File: src/sv/dsda_pkg.sv
// ----------------------------------------------------------------------------
// Date serial arithmetic package
// Shared types, calendar tables and small helper functions for the date
// serial day pipeline.
// ----------------------------------------------------------------------------
package dsda_pkg;

   localparam int BASE_YEAR     = 1900;
   localparam int YEAR_SPAN_DEF = 256;

   // Leap days counted through 1899 by the 4/100/400 rule.
   localparam int LEAPS_BASE    = 460;

   // Width of the raw serial computed from a 12-bit year.
   localparam int RAW_W         = 21;
   localparam int RAW_DIGITS    = RAW_W / 3;

   // Years up to 9999 fit in this width.
   localparam int YR_W          = 14;
   localparam int DOY_W         = 9;
   localparam int Q100_W        = 7;

   // floor(q / 25) for q below 4096 as (q * DIV25_MUL) >> DIV25_SHIFT.
   localparam int DIV25_MUL     = 1311;
   localparam int DIV25_MUL_W   = 11;
   localparam int DIV25_SHIFT   = 15;

   // Year estimate: floor((n + bias) * 400 / 146097) through a reciprocal.
   localparam int     YEAR_RECIP_SHIFT = 24;
   localparam int     YEAR_RECIP_W     = 16;
   localparam longint YEAR_RECIP       =
      ((longint'(1) << YEAR_RECIP_SHIFT) * 400 + 146096) / 146097;
   localparam int     YEAR_EST_BIAS    = 2;

   localparam logic [4:0] MONTH_LEN [16] = '{
      5'd0, 5'd31, 5'd28, 5'd31, 5'd30, 5'd31, 5'd30, 5'd31,
      5'd31, 5'd30, 5'd31, 5'd30, 5'd31, 5'd0, 5'd0, 5'd0
   };

   // Days before the first of each month in a common year.
   localparam logic [8:0] MONTH_START [16] = '{
      9'd0, 9'd0, 9'd31, 9'd59, 9'd90, 9'd120, 9'd151, 9'd181,
      9'd212, 9'd243, 9'd273, 9'd304, 9'd334, 9'd0, 9'd0, 9'd0
   };

   typedef struct packed {
      logic [4:0]         day;
      logic [3:0]         month;
      logic [11:0]        year;
      logic signed [15:0] offset_days;
   } dsda_req_type;

   typedef struct packed {
      logic        valid_res;
      logic [16:0] serial_day;
      logic [2:0]  weekday;
      logic [4:0]  result_day;
      logic [3:0]  result_month;
      logic [11:0] result_year;
      logic        range_error;
   } dsda_rsp_type;

   // floor(y / 100) for y below 12800, done as floor(floor(y / 4) / 25).
   function automatic logic [Q100_W-1:0] div100(input logic [YR_W-1:0] y);
      logic [YR_W-3:0]             q4;
      logic [YR_W-2+DIV25_MUL_W:0] prod;
      q4   = y[YR_W-1:2];
      prod = (YR_W-1+DIV25_MUL_W)'(q4) * (YR_W-1+DIV25_MUL_W)'(DIV25_MUL);
      return prod[DIV25_SHIFT +: Q100_W];
   endfunction

   // Gregorian leap test given the year and floor(year / 100).
   function automatic logic is_leap(input logic [YR_W-1:0] y,
                                    input logic [Q100_W-1:0] q100);
      return (y[1:0] == 2'd0) &&
             ((y != YR_W'(q100 * 100)) || (q100[1:0] == 2'd0));
   endfunction

   // Remainder modulo 7 by summing octal digits, since 8 is 1 modulo 7.
   function automatic logic [2:0] mod7(input logic [RAW_W-1:0] x);
      logic [5:0] acc;
      logic [3:0] fold;
      logic [3:0] fin;
      acc = '0;
      for (int i = 0; i < RAW_DIGITS; i++) begin
         acc = acc + 6'(x[3*i +: 3]);
      end
      fold = 4'(acc[5:3]) + 4'(acc[2:0]);
      fin  = 4'(fold[3]) + 4'(fold[2:0]);
      return (fin == 4'd7) ? 3'd0 : fin[2:0];
   endfunction

endpackage

File: src/sv/date_serial_day_arithmetic.sv
// ----------------------------------------------------------------------------
// Date serial day arithmetic
// Checks a Gregorian date, gives its serial day (1900-01-01 is day 1) and
// weekday, and converts the serial plus a signed offset back to a date.
// ----------------------------------------------------------------------------
// The block is a nine-stage pipeline that accepts one date transaction per
// clock while the output is not stalled and returns its result from the last
// stage. The depth is set by the reverse conversion: a reciprocal multiply
// estimates the year, the start of that year is rebuilt and compared to pick
// the right year, and the month is found by comparing against the month
// start table. Each stage holds its transaction while the next stage is
// full and stalled, so bubbles are absorbed and a new transaction is taken
// while a finished result waits at the output. Invalid dates return all
// zeros; shifted dates outside years 1900 to 1900 + YEAR_SPAN - 1 are
// clamped to the first or last day and flag range_error.
module date_serial_day_arithmetic
   import dsda_pkg::*;
#(
   parameter int YEAR_SPAN = YEAR_SPAN_DEF
) (
   input  logic         clock,
   input  logic         reset,
   input  logic         req_valid,
   output logic         req_stall,
   input  dsda_req_type req_data,
   output logic         rsp_valid,
   input  logic         rsp_stall,
   output dsda_rsp_type rsp_data
);

   localparam int NUM_ST      = 9;
   localparam int LAST_YEAR   = BASE_YEAR + YEAR_SPAN - 1;
   localparam int LAST_SERIAL = 365 * YEAR_SPAN
                                + (LAST_YEAR / 4 - LAST_YEAR / 100 + LAST_YEAR / 400)
                                - LEAPS_BASE;
   localparam int SER_W       = $clog2(LAST_SERIAL + 1);
   localparam int SUM_W       = ((RAW_W > SER_W) ? RAW_W : SER_W) + 2;
   localparam int NW          = $clog2(LAST_SERIAL);
   localparam int BW          = SER_W;
   localparam int EW          = $clog2(YEAR_SPAN + 1);
   localparam int PW          = NW + 1 + YEAR_RECIP_W;

   typedef struct packed {
      logic        ok;
      logic [16:0] serial;
      logic [2:0]  wd;
      logic        rerr;
   } carry_type;

   logic [NUM_ST:1] v_ff;
   logic [NUM_ST:1] adv;

   // Stage registers.
   dsda_req_type      s1_req_ff;
   logic [Q100_W-1:0] s1_q100y_ff, s1_q100n_ff;
   logic              s1_yok_ff;

   logic              s2_ok_ff;
   logic [RAW_W-1:0]  s2_serial_ff;
   logic signed [15:0] s2_off_ff;

   carry_type         s3_c_ff, s4_c_ff, s5_c_ff, s6_c_ff, s7_c_ff, s8_c_ff;
   logic [NW-1:0]     s3_n_ff, s4_n_ff, s5_n_ff, s6_n_ff;
   logic [EW-1:0]     s4_e_ff, s5_e_ff, s6_e_ff;
   logic [YR_W-1:0]   s5_m_ff;
   logic [Q100_W-1:0] s5_qa_ff, s5_qb_ff;
   logic [BW-1:0]     s6_b_ff;
   logic              s6_leapa_ff, s6_leapb_ff;
   logic [EW-1:0]     s7_yoff_ff, s8_yoff_ff;
   logic [DOY_W-1:0]  s7_doy_ff, s8_doy_ff;
   logic              s7_leap_ff, s8_leap_ff;
   logic [3:0]        s8_month_ff;
   dsda_rsp_type      rsp_ff;

   // Next values.
   logic [YR_W-1:0]   s1_yr;
   logic [Q100_W-1:0] s1_q100y_in, s1_q100n_in;
   logic              s1_yok_in;
   logic              s2_leap, s2_ok_in;
   logic [4:0]        s2_mlen;
   logic [31:0]       s2_ser_full;
   logic signed [SUM_W-1:0] s3_sum;
   logic [NW-1:0]     s3_n_in;
   logic              s3_rerr_in;
   logic [PW-1:0]     s4_prod;
   logic [YR_W-1:0]   s5_m_in;
   logic [31:0]       s6_b_full;
   logic [EW-1:0]     s7_yoff_in;
   logic [DOY_W-1:0]  s7_doy_in;
   logic              s7_leap_in;
   logic [3:0]        s8_month_in;
   logic [8:0]        s9_start;
   dsda_rsp_type      rsp_in;

   // A stage may load when it is empty or its contents move on.
   always_comb begin
      adv[NUM_ST] = !v_ff[NUM_ST] || !rsp_stall;
      for (int i = NUM_ST - 1; i >= 1; i--) begin
         adv[i] = !v_ff[i] || adv[i+1];
      end
   end

   assign req_stall = !adv[1];
   assign rsp_valid = v_ff[NUM_ST];
   assign rsp_data  = rsp_ff;

   always_ff @(posedge clock) begin
      if (reset) begin
         v_ff <= '0;
      end else begin
         if (adv[1]) begin
            v_ff[1] <= req_valid;
         end
         for (int i = 2; i <= NUM_ST; i++) begin
            if (adv[i]) begin
               v_ff[i] <= v_ff[i-1];
            end
         end
      end
   end

   // Stage 1: century quotients of the year and of the year before.
   always_comb begin
      s1_yr       = YR_W'(req_data.year);
      s1_q100y_in = div100(s1_yr);
      s1_q100n_in = div100(YR_W'(s1_yr - YR_W'(1)));
      s1_yok_in   = (32'(req_data.year) >= BASE_YEAR) &&
                    (32'(req_data.year) <= LAST_YEAR);
   end

   always_ff @(posedge clock) begin
      if (adv[1]) begin
         s1_req_ff   <= req_data;
         s1_q100y_ff <= s1_q100y_in;
         s1_q100n_ff <= s1_q100n_in;
         s1_yok_ff   <= s1_yok_in;
      end
   end

   // Stage 2: validity check and forward serial.
   always_comb begin
      s2_leap  = is_leap(YR_W'(s1_req_ff.year), s1_q100y_ff);
      s2_mlen  = MONTH_LEN[s1_req_ff.month]
                 + 5'((s1_req_ff.month == 4'd2) && s2_leap);
      s2_ok_in = s1_yok_ff && (s1_req_ff.day != 5'd0) && (s1_req_ff.day <= s2_mlen);
      s2_ser_full = 32'(s1_req_ff.year) * 32'd365 - 32'(BASE_YEAR * 365)
                    + 32'(12'(s1_req_ff.year - 12'd1) >> 2)
                    - 32'(s1_q100n_ff) + 32'(s1_q100n_ff >> 2)
                    - 32'(LEAPS_BASE)
                    + 32'(MONTH_START[s1_req_ff.month])
                    + 32'(s2_leap && (s1_req_ff.month > 4'd2))
                    + 32'(s1_req_ff.day);
   end

   always_ff @(posedge clock) begin
      if (adv[2]) begin
         s2_ok_ff     <= s2_ok_in;
         s2_serial_ff <= RAW_W'(s2_ser_full);
         s2_off_ff    <= s1_req_ff.offset_days;
      end
   end

   // Stage 3: add the offset, clamp to the supported range, weekday.
   always_comb begin
      s3_sum = SUM_W'($signed({1'b0, s2_serial_ff})) + SUM_W'(s2_off_ff);
      priority if (s3_sum < SUM_W'(1)) begin
         s3_n_in    = '0;
         s3_rerr_in = 1'b1;
      end else if (s3_sum > SUM_W'(LAST_SERIAL)) begin
         s3_n_in    = NW'(LAST_SERIAL - 1);
         s3_rerr_in = 1'b1;
      end else begin
         s3_n_in    = NW'(s3_sum - SUM_W'(1));
         s3_rerr_in = 1'b0;
      end
   end

   always_ff @(posedge clock) begin
      if (adv[3]) begin
         s3_c_ff.ok     <= s2_ok_ff;
         s3_c_ff.serial <= s2_serial_ff[16:0];
         s3_c_ff.wd     <= mod7(RAW_W'(s2_serial_ff - RAW_W'(1)));
         s3_c_ff.rerr   <= s3_rerr_in;
         s3_n_ff        <= s3_n_in;
      end
   end

   // Stage 4: year estimate, equal to the true year offset or one above it.
   assign s4_prod = (PW'(s3_n_ff) + PW'(YEAR_EST_BIAS)) * PW'(YEAR_RECIP);

   always_ff @(posedge clock) begin
      if (adv[4]) begin
         s4_c_ff <= s3_c_ff;
         s4_n_ff <= s3_n_ff;
         s4_e_ff <= s4_prod[YEAR_RECIP_SHIFT +: EW];
      end
   end

   // Stage 5: century quotients of the estimated year and the one before.
   assign s5_m_in = YR_W'(BASE_YEAR - 1) + YR_W'(s4_e_ff);

   always_ff @(posedge clock) begin
      if (adv[5]) begin
         s5_c_ff  <= s4_c_ff;
         s5_n_ff  <= s4_n_ff;
         s5_e_ff  <= s4_e_ff;
         s5_m_ff  <= s5_m_in;
         s5_qa_ff <= div100(s5_m_in);
         s5_qb_ff <= div100(YR_W'(s5_m_in + YR_W'(1)));
      end
   end

   // Stage 6: days before the estimated year.
   assign s6_b_full = 32'd365 * 32'(s5_e_ff) + 32'(s5_m_ff >> 2)
                      - 32'(s5_qa_ff) + 32'(s5_qa_ff >> 2) - 32'(LEAPS_BASE);

   always_ff @(posedge clock) begin
      if (adv[6]) begin
         s6_c_ff     <= s5_c_ff;
         s6_n_ff     <= s5_n_ff;
         s6_e_ff     <= s5_e_ff;
         s6_b_ff     <= BW'(s6_b_full);
         s6_leapa_ff <= is_leap(s5_m_ff, s5_qa_ff);
         s6_leapb_ff <= is_leap(YR_W'(s5_m_ff + YR_W'(1)), s5_qb_ff);
      end
   end

   // Stage 7: correct the estimate and form the day of the year.
   always_comb begin
      if (32'(s6_n_ff) < 32'(s6_b_ff)) begin
         s7_yoff_in = EW'(s6_e_ff - EW'(1));
         s7_doy_in  = DOY_W'(32'(s6_n_ff) + 32'd365 + 32'(s6_leapa_ff) - 32'(s6_b_ff));
         s7_leap_in = s6_leapa_ff;
      end else begin
         s7_yoff_in = s6_e_ff;
         s7_doy_in  = DOY_W'(32'(s6_n_ff) - 32'(s6_b_ff));
         s7_leap_in = s6_leapb_ff;
      end
   end

   always_ff @(posedge clock) begin
      if (adv[7]) begin
         s7_c_ff    <= s6_c_ff;
         s7_yoff_ff <= s7_yoff_in;
         s7_doy_ff  <= s7_doy_in;
         s7_leap_ff <= s7_leap_in;
      end
   end

   // Stage 8: month search over the month start table.
   always_comb begin
      logic [8:0] st;
      s8_month_in = 4'd1;
      for (int k = 2; k <= 12; k++) begin
         st = MONTH_START[4'(k)] + 9'(s7_leap_ff && (k > 2));
         if (9'(s7_doy_ff) >= st) begin
            s8_month_in = 4'(k);
         end
      end
   end

   always_ff @(posedge clock) begin
      if (adv[8]) begin
         s8_c_ff     <= s7_c_ff;
         s8_yoff_ff  <= s7_yoff_ff;
         s8_doy_ff   <= s7_doy_ff;
         s8_leap_ff  <= s7_leap_ff;
         s8_month_ff <= s8_month_in;
      end
   end

   // Stage 9: day of month and result formatting.
   always_comb begin
      s9_start = MONTH_START[s8_month_ff] + 9'(s8_leap_ff && (s8_month_ff > 4'd2));
      rsp_in   = '0;
      if (s8_c_ff.ok) begin
         rsp_in.valid_res    = 1'b1;
         rsp_in.serial_day   = s8_c_ff.serial;
         rsp_in.weekday      = s8_c_ff.wd;
         rsp_in.result_day   = 5'(9'(s8_doy_ff) - s9_start + 9'd1);
         rsp_in.result_month = s8_month_ff;
         rsp_in.result_year  = 12'(32'(BASE_YEAR) + 32'(s8_yoff_ff));
         rsp_in.range_error  = s8_c_ff.rerr;
      end
   end

   always_ff @(posedge clock) begin
      if (adv[9]) begin
         rsp_ff <= rsp_in;
      end
   end

endmodule
File: config.mk
export PLATFORM = sky130hd
export DESIGN_NAME = date_serial_day_arithmetic
export DESIGN_NICKNAME = d
export VERILOG_FILES = /design/src/sv/dsda_pkg.sv /design/src/sv/date_serial_day_arithmetic.sv
export SDC_FILE = /design/constraint.sdc
export NUM_CORES = 2
export LEC_CHECK = 0
export ABC_AREA = 1
export BUFFER_PORTS_ARGS = -buffer_cell sky130_fd_sc_hd__buf_2
export CORE_MARGIN = 4
export CORE_UTILIZATION = 50
export CTS_CLUSTER_DIAMETER = 30
export CTS_CLUSTER_SIZE = 12
export DETAILED_ROUTE_END_ITERATION = 6
export PLACE_DENSITY = 0.66
export SYNTH_ARGS = -nofsm -noshare
export SYNTH_HDL_FRONTEND = slang
export SYNTH_SLANG_ARGS = --single-unit
export TNS_END_PERCENT = 20
File: constraint.sdc
create_clock -name clock -period 19.7 [get_ports clock]
set_input_delay 0.985 -clock clock [delete_from_list [all_inputs] [get_ports clock]]
set_output_delay 0.985 -clock clock [all_outputs]
set_load 0.02 [all_outputs]
# == Yosys cells after proc, flatten, opt, wreduce, memory -nomap -nowiden ==
# Memory sizes are Yosys's and may differ from the RTL's.
# Index checks and enable logic that the tools add are counted.
# word_totals
mem_bits_ro,368
out_inout_bits,45
n_memories,3
reg_bits,453
# memory_table
name,words,word_bits,rd,rd_ports_with_merged_regs,write_ports,line_no,source
(name not given),16,9,1,0,0,date_serial_day_arithmetic.sv:274,s9_start = MONTH_START[s8_month_ff] + 9'(s8_leap_ff && (s8_month_ff > 4'd2));
(name not given),16,9,1,0,0,date_serial_day_arithmetic.sv:150,+ 32'(MONTH_START[s1_req_ff.month])
(name not given),16,5,1,0,0,date_serial_day_arithmetic.sv:143,s2_mlen = MONTH_LEN[s1_req_ff.month]
# op_classes
n_eq_ne,5
mul,10
reduce_logical,43
add_sub_neg,44
order_cmp,16
bitwise,2
muxes,17
# op_table
cell,n
$mux 43,1
$add 21x6->21,2
$mul 10x11->21 const B,2
$mux 9,4
$mul 18x16->33 const B,1
$ne 14x14->1,2
$add 11x9->12 const A,2
$mul 7x5->12 const B,2
$add 22x16->23,1
$gt 23x18->1 const B,1
$lt 23x2->1 const B,1
$mul 11x11->22 const B,1
$mul 12x11->22 const B,1
$add 21x10->21,1
$add 21x11->21,1
$add 21x2->21,1
$mul 12x9->21 const B,1
$sub 21x1->21 const B,1
$sub 21x10->21 const B,1
$sub 21x20->21 const B,1
$sub 21x8->21,1
$mux 5,4
$add 17x2->18 const B,1
$add 6x3->6,3
other kinds (50),100

# == Depth between registers and ports, before layout ==
# depth
ltp_word,11
depth_mapped,39
depth_no_buf,39

# == Least setup slack after synthesis ==
# OpenSTA, ideal clock, no wires.
# synth_timing
path_kind,input -> output
start,input port rsp_stall
end,output port req_stall
n_path_buf,0
arrival_time_ps,10590
slack_ps,8125
path_stages,16
path_cell_list,nand2_1 -> nor2_1 -> inv_1 -> nor2_1 -> inv_1 -> nor2_1 -> inv_1 -> nor2_1 -> inv_1 -> nor2_1 -> inv_1 -> nor2_1 -> inv_1 -> nor2_1 -> nand2_1 -> inv_1
# synth_between
elab_chain_len,11
# synth_rtl
element,line_no,source
from (decl),date_serial_day_arithmetic.sv:27,"input logic rsp_stall,"
$logic_not 1->1,date_serial_day_arithmetic.sv:97,adv[NUM_ST] = !v_ff[NUM_ST] || !rsp_stall;
$logic_or 1x1->1,date_serial_day_arithmetic.sv:97,
$logic_or 1x1->1,date_serial_day_arithmetic.sv:99,adv[i] = !v_ff[i] || adv[i+1];
net adv (one bit),date_serial_day_arithmetic.sv:51,logic [NUM_ST:1] adv;
$logic_or 1x1->1,date_serial_day_arithmetic.sv:99,
net adv (one bit),date_serial_day_arithmetic.sv:51,
$logic_or 1x1->1,date_serial_day_arithmetic.sv:99,
net adv (one bit),date_serial_day_arithmetic.sv:51,
$logic_or 1x1->1,date_serial_day_arithmetic.sv:99,
net adv (one bit),date_serial_day_arithmetic.sv:51,
$logic_or 1x1->1,date_serial_day_arithmetic.sv:99,
net adv (one bit),date_serial_day_arithmetic.sv:51,
$logic_or 1x1->1,date_serial_day_arithmetic.sv:99,
net adv (one bit),date_serial_day_arithmetic.sv:51,
$logic_or 1x1->1 (2 in a row),date_serial_day_arithmetic.sv:99,
$logic_not 1->1,date_serial_day_arithmetic.sv:103,assign req_stall = !adv[1];
to (decl),date_serial_day_arithmetic.sv:24,"output logic req_stall,"
# The timed path passes the listed nets, and every way through them passes these cells.

# == Final worst setup path ==
# layout_timing
start,register s4_e_ff[0]
end,"register s5_qb_ff[6], data pin"
# layout_between
elab_chain_len,3
# layout_rtl
element,line_no,source
from (decl),date_serial_day_arithmetic.sv:64,"logic [EW-1:0] s4_e_ff, s5_e_ff, s6_e_ff;"
from (signal assigned),date_serial_day_arithmetic.sv:195,s4_e_ff <= s4_prod[YEAR_RECIP_SHIFT +: EW];
$add 11x9->12,date_serial_day_arithmetic.sv:200,assign s5_m_in = YR_W'(BASE_YEAR - 1) + YR_W'(s4_e_ff);
net s5_m_in[0],date_serial_day_arithmetic.sv:86,logic [YR_W-1:0] s5_m_in;
$add 12x1->13,date_serial_day_arithmetic.sv:209,s5_qb_ff <= div100(YR_W'(s5_m_in + YR_W'(1)));
$mul 11x11->22,dsda_pkg.sv:68,prod = (YR_W-1+DIV25_MUL_W)'(q4) * (YR_W-1+DIV25_MUL_W)'(DIV25_MUL);
to (signal assigned),date_serial_day_arithmetic.sv:209,
to (decl),date_serial_day_arithmetic.sv:66,"logic [Q100_W-1:0] s5_qa_ff, s5_qb_ff;"
# The timed path passes the listed nets, and every way through them passes these cells.
# A chain may end at the register's enable or synchronous reset.

==> results.cfg <==
[run_status]
status = completed

[floorplanning]
start_util = 0.505
die_x_um = 304
fp.coreArea_mm2 = 0.0870
dieHeight_um = 304
rows = 108
ioPinCount = 86
die-area_mm2 = 0.0927

[yosys]
yosysTopAreaCell = edfxtp_1
synth-seq-area-share = 0.304
synth_common_cells = 1113 x inv_1, 787 x ha_1, 544 x nand2_1
syn_avg_cell_area_um2 = 10.0
synthesis.nets = 5618
synthTopCellsByArea = edfxtp_1 30%, ha_1 22%, fa_1 18%, inv_1 9.5%, nand2_1 4.6%
synth_edf_count = 439
synthFlopType = edfxtp_1
syn_area_mm2 = 0.0439
synth-seq-cells = 448
synth_top_area_frac = 0.300
async_flop_share = 0
yosysMostFrequentCell = inv_1
synthCells = 4385
ys_types = 54
yosys_warnings = 0

[grt]
first_global_vias = 29300
antenna_found_initial = 6
grt_usage = 0.186
grt_max_degree = 76
grt_pass1_wl_um = 143000
gr-total-overflow = 0

[critical_path]
crit_slowest_cell = fa_1
arrival_ns = 7.71
cp_max_fo = 7
required_ns = 20.10
critPathLaunchType = register
crit_top_cell = nand2_1
crit_type = register to register
endpoint_kind = register
max_stage_delay_ns = 0.58

[cells_and_area]
fillers = 7504
nNetsFinal = 5791
layout.cells.non_filler = 5792
drive_above_1_share = 0.0654
syn_to_final_growth_pct = 11.4

[drt]
ant_nets = 0
num_vias = 28500
via_per_inst = 4.93
route.detailed.wl_per_inst_um = 14.5
drt_iter0_markers = 1322
drc_errors = 0
dr.pass1.iters = 5
drt_wl_total_um = 84000

[placement]
dp_hpwl_um = 69900
dp.cells = 5622
io_buffers = 84
place_congestion = 0.888

[timing]
fin_setup_tns_ns = 0
slew_headroom = 0.294
hold_viol_final = 0
period_share = 0.371
skew_ns = 0.0656
setup_viol = 0
rsz0062_at_grt = no
worst_pin_slew_ns = 1.06
slew_violations = 0
holdWs_ns = 0.391
layout_min_cycle_time_ns = 7.31
max_freq_mhz = 137

[cts]
numCtsBuffers = 89
cts_tree = done
clk_pin_slew_ns = 0.05
cts.sinks = 448
hold_buffers = 0
cts_buffer_depth = 3
post_cts_buffers = 0
clkLatencyLatePin_ns = 0.65
cts_resized = 0
cts-htree-levels = 3
root_buffer = clkbuf_16

[job]
max_cap_viol_count = 0

[worst_hold_path]
hp-class = register to register
metal layers:
layer | global-route usage | wire length (um) | vias up
li1 | - | - | 14400
met1 | 0.250 | 38000 | 13500
met2 | 0.315 | 40000 | 505
met3 | 0.0286 | 3840 | 153
met4 | 0.0495 | 2130 | 2
met5 | 0 | 8 | -
kinds of logic after synthesis:
family,count (synthesis),share of synthesized area
xor+xnor,208,0.0415
flops,448,0.304
fa+ha+maj,1192,0.409
compound gates,385,0.0496
simple gates,1017,0.0986
other cells,1,0.0000854
buf+inv,1134,0.0973
sequential cells by signal, indices dropped and copies added, names as in the netlist, 12 cells and up:
| signal | count |
|---|---|
| s2_off_ff | 16 |
| s5_n_ff | 17 |
| s1_req_ff | 37 |
| s7_c_ff | 22 |
| s4_n_ff | 17 |
| s5_c_ff | 22 |
| s2_serial_ff | 21 |
| s4_c_ff | 22 |
| s3_n_ff | 17 |
| s6_b_ff | 17 |
| s6_c_ff | 22 |
| s8_c_ff | 22 |
| s5_m_ff | 12 |
| s6_n_ff | 17 |
| s3_c_ff | 22 |
| rsp_data | 42 |
worst paths after layout:
check	from	to	slack (ns)	depth (start not counted)
hold / removal	s4_n_ff[2]$_DFFE_PP_	s5_n_ff[2]$_DFFE_PP_	0.39	0
setup / recovery	s4_e_ff[0]$_DFFE_PP_	s5_qb_ff[6]$_DFFE_PP_	12.39	37
hold reg to reg	s4_n_ff[2]$_DFFE_PP_	s5_n_ff[2]$_DFFE_PP_	0.39	0
setup reg to reg	s4_e_ff[0]$_DFFE_PP_	s5_qb_ff[6]$_DFFE_PP_	12.39	37
through the flow:
| stage | setup slack, ns | utilization | area (um2) |
|---|---|---|---|
| after floorplan | 8.13 | - | 43900 |
| after global placement | 12.57 | 0.526 | 45800 |
| after detailed placement | 12.44 | 0.526 | 45800 |
| after CTS | 12.40 | 0.562 | 48900 |
| after global routing | 11.81 | 0.562 | 48900 |
| final | 12.39 | 0.562 | 48900 |
critical path: cells and delay by family (launching register included):
| kind | cells | cell delay [ns] |
|---|---|---|
| AOI/OAI and AO/OA | 5 | 0.74 |
| xor gates and xnor gates | 1 | 0.50 |
| adders and majority gates | 8 | 2.97 |
| buffers and inverters | 9 | 0.91 |
| DFF | 1 | 0.40 |
| and+or+nand+nor | 14 | 1.58 |
cells in the final DEF (no fill, tap or decap), drive strengths merged, types with 45 or more instances in the layout:
| cell type | n |
|---|---|
| xor2 | 145 |
| o21ai | 88 |
| a21oi | 217 |
| nand2 | 558 |
| nand3 | 113 |
| buf | 94 |
| ha | 787 |
| clkbuf | 98 |
| nor2 | 218 |
| nor3 | 45 |
| xnor2 | 63 |
| edfxtp | 439 |
| fa | 405 |
| inv | 1134 |
final cells by class:
| type | instances | area, um2 | area share |
|---|---|---|---|
| diodes | 4 | 10.0 | 0.000205 |
| clock buffers | 98 | 2270 | 0.0464 |
| clock inverters | 68 | 825 | 0.0169 |
| inverters | 1122 | 4210 | 0.0861 |
| multi-input cells | 2803 | 26300 | 0.538 |
| flip-flops and latches | 448 | 13400 | 0.273 |
| well taps | 1155 | 1450 | 0.0295 |
| repair buffers | 94 | 495 | 0.0101 |
Power is not shown: default switching activity piles up to over one toggle a cycle in this logic, so the estimate is an artifact.
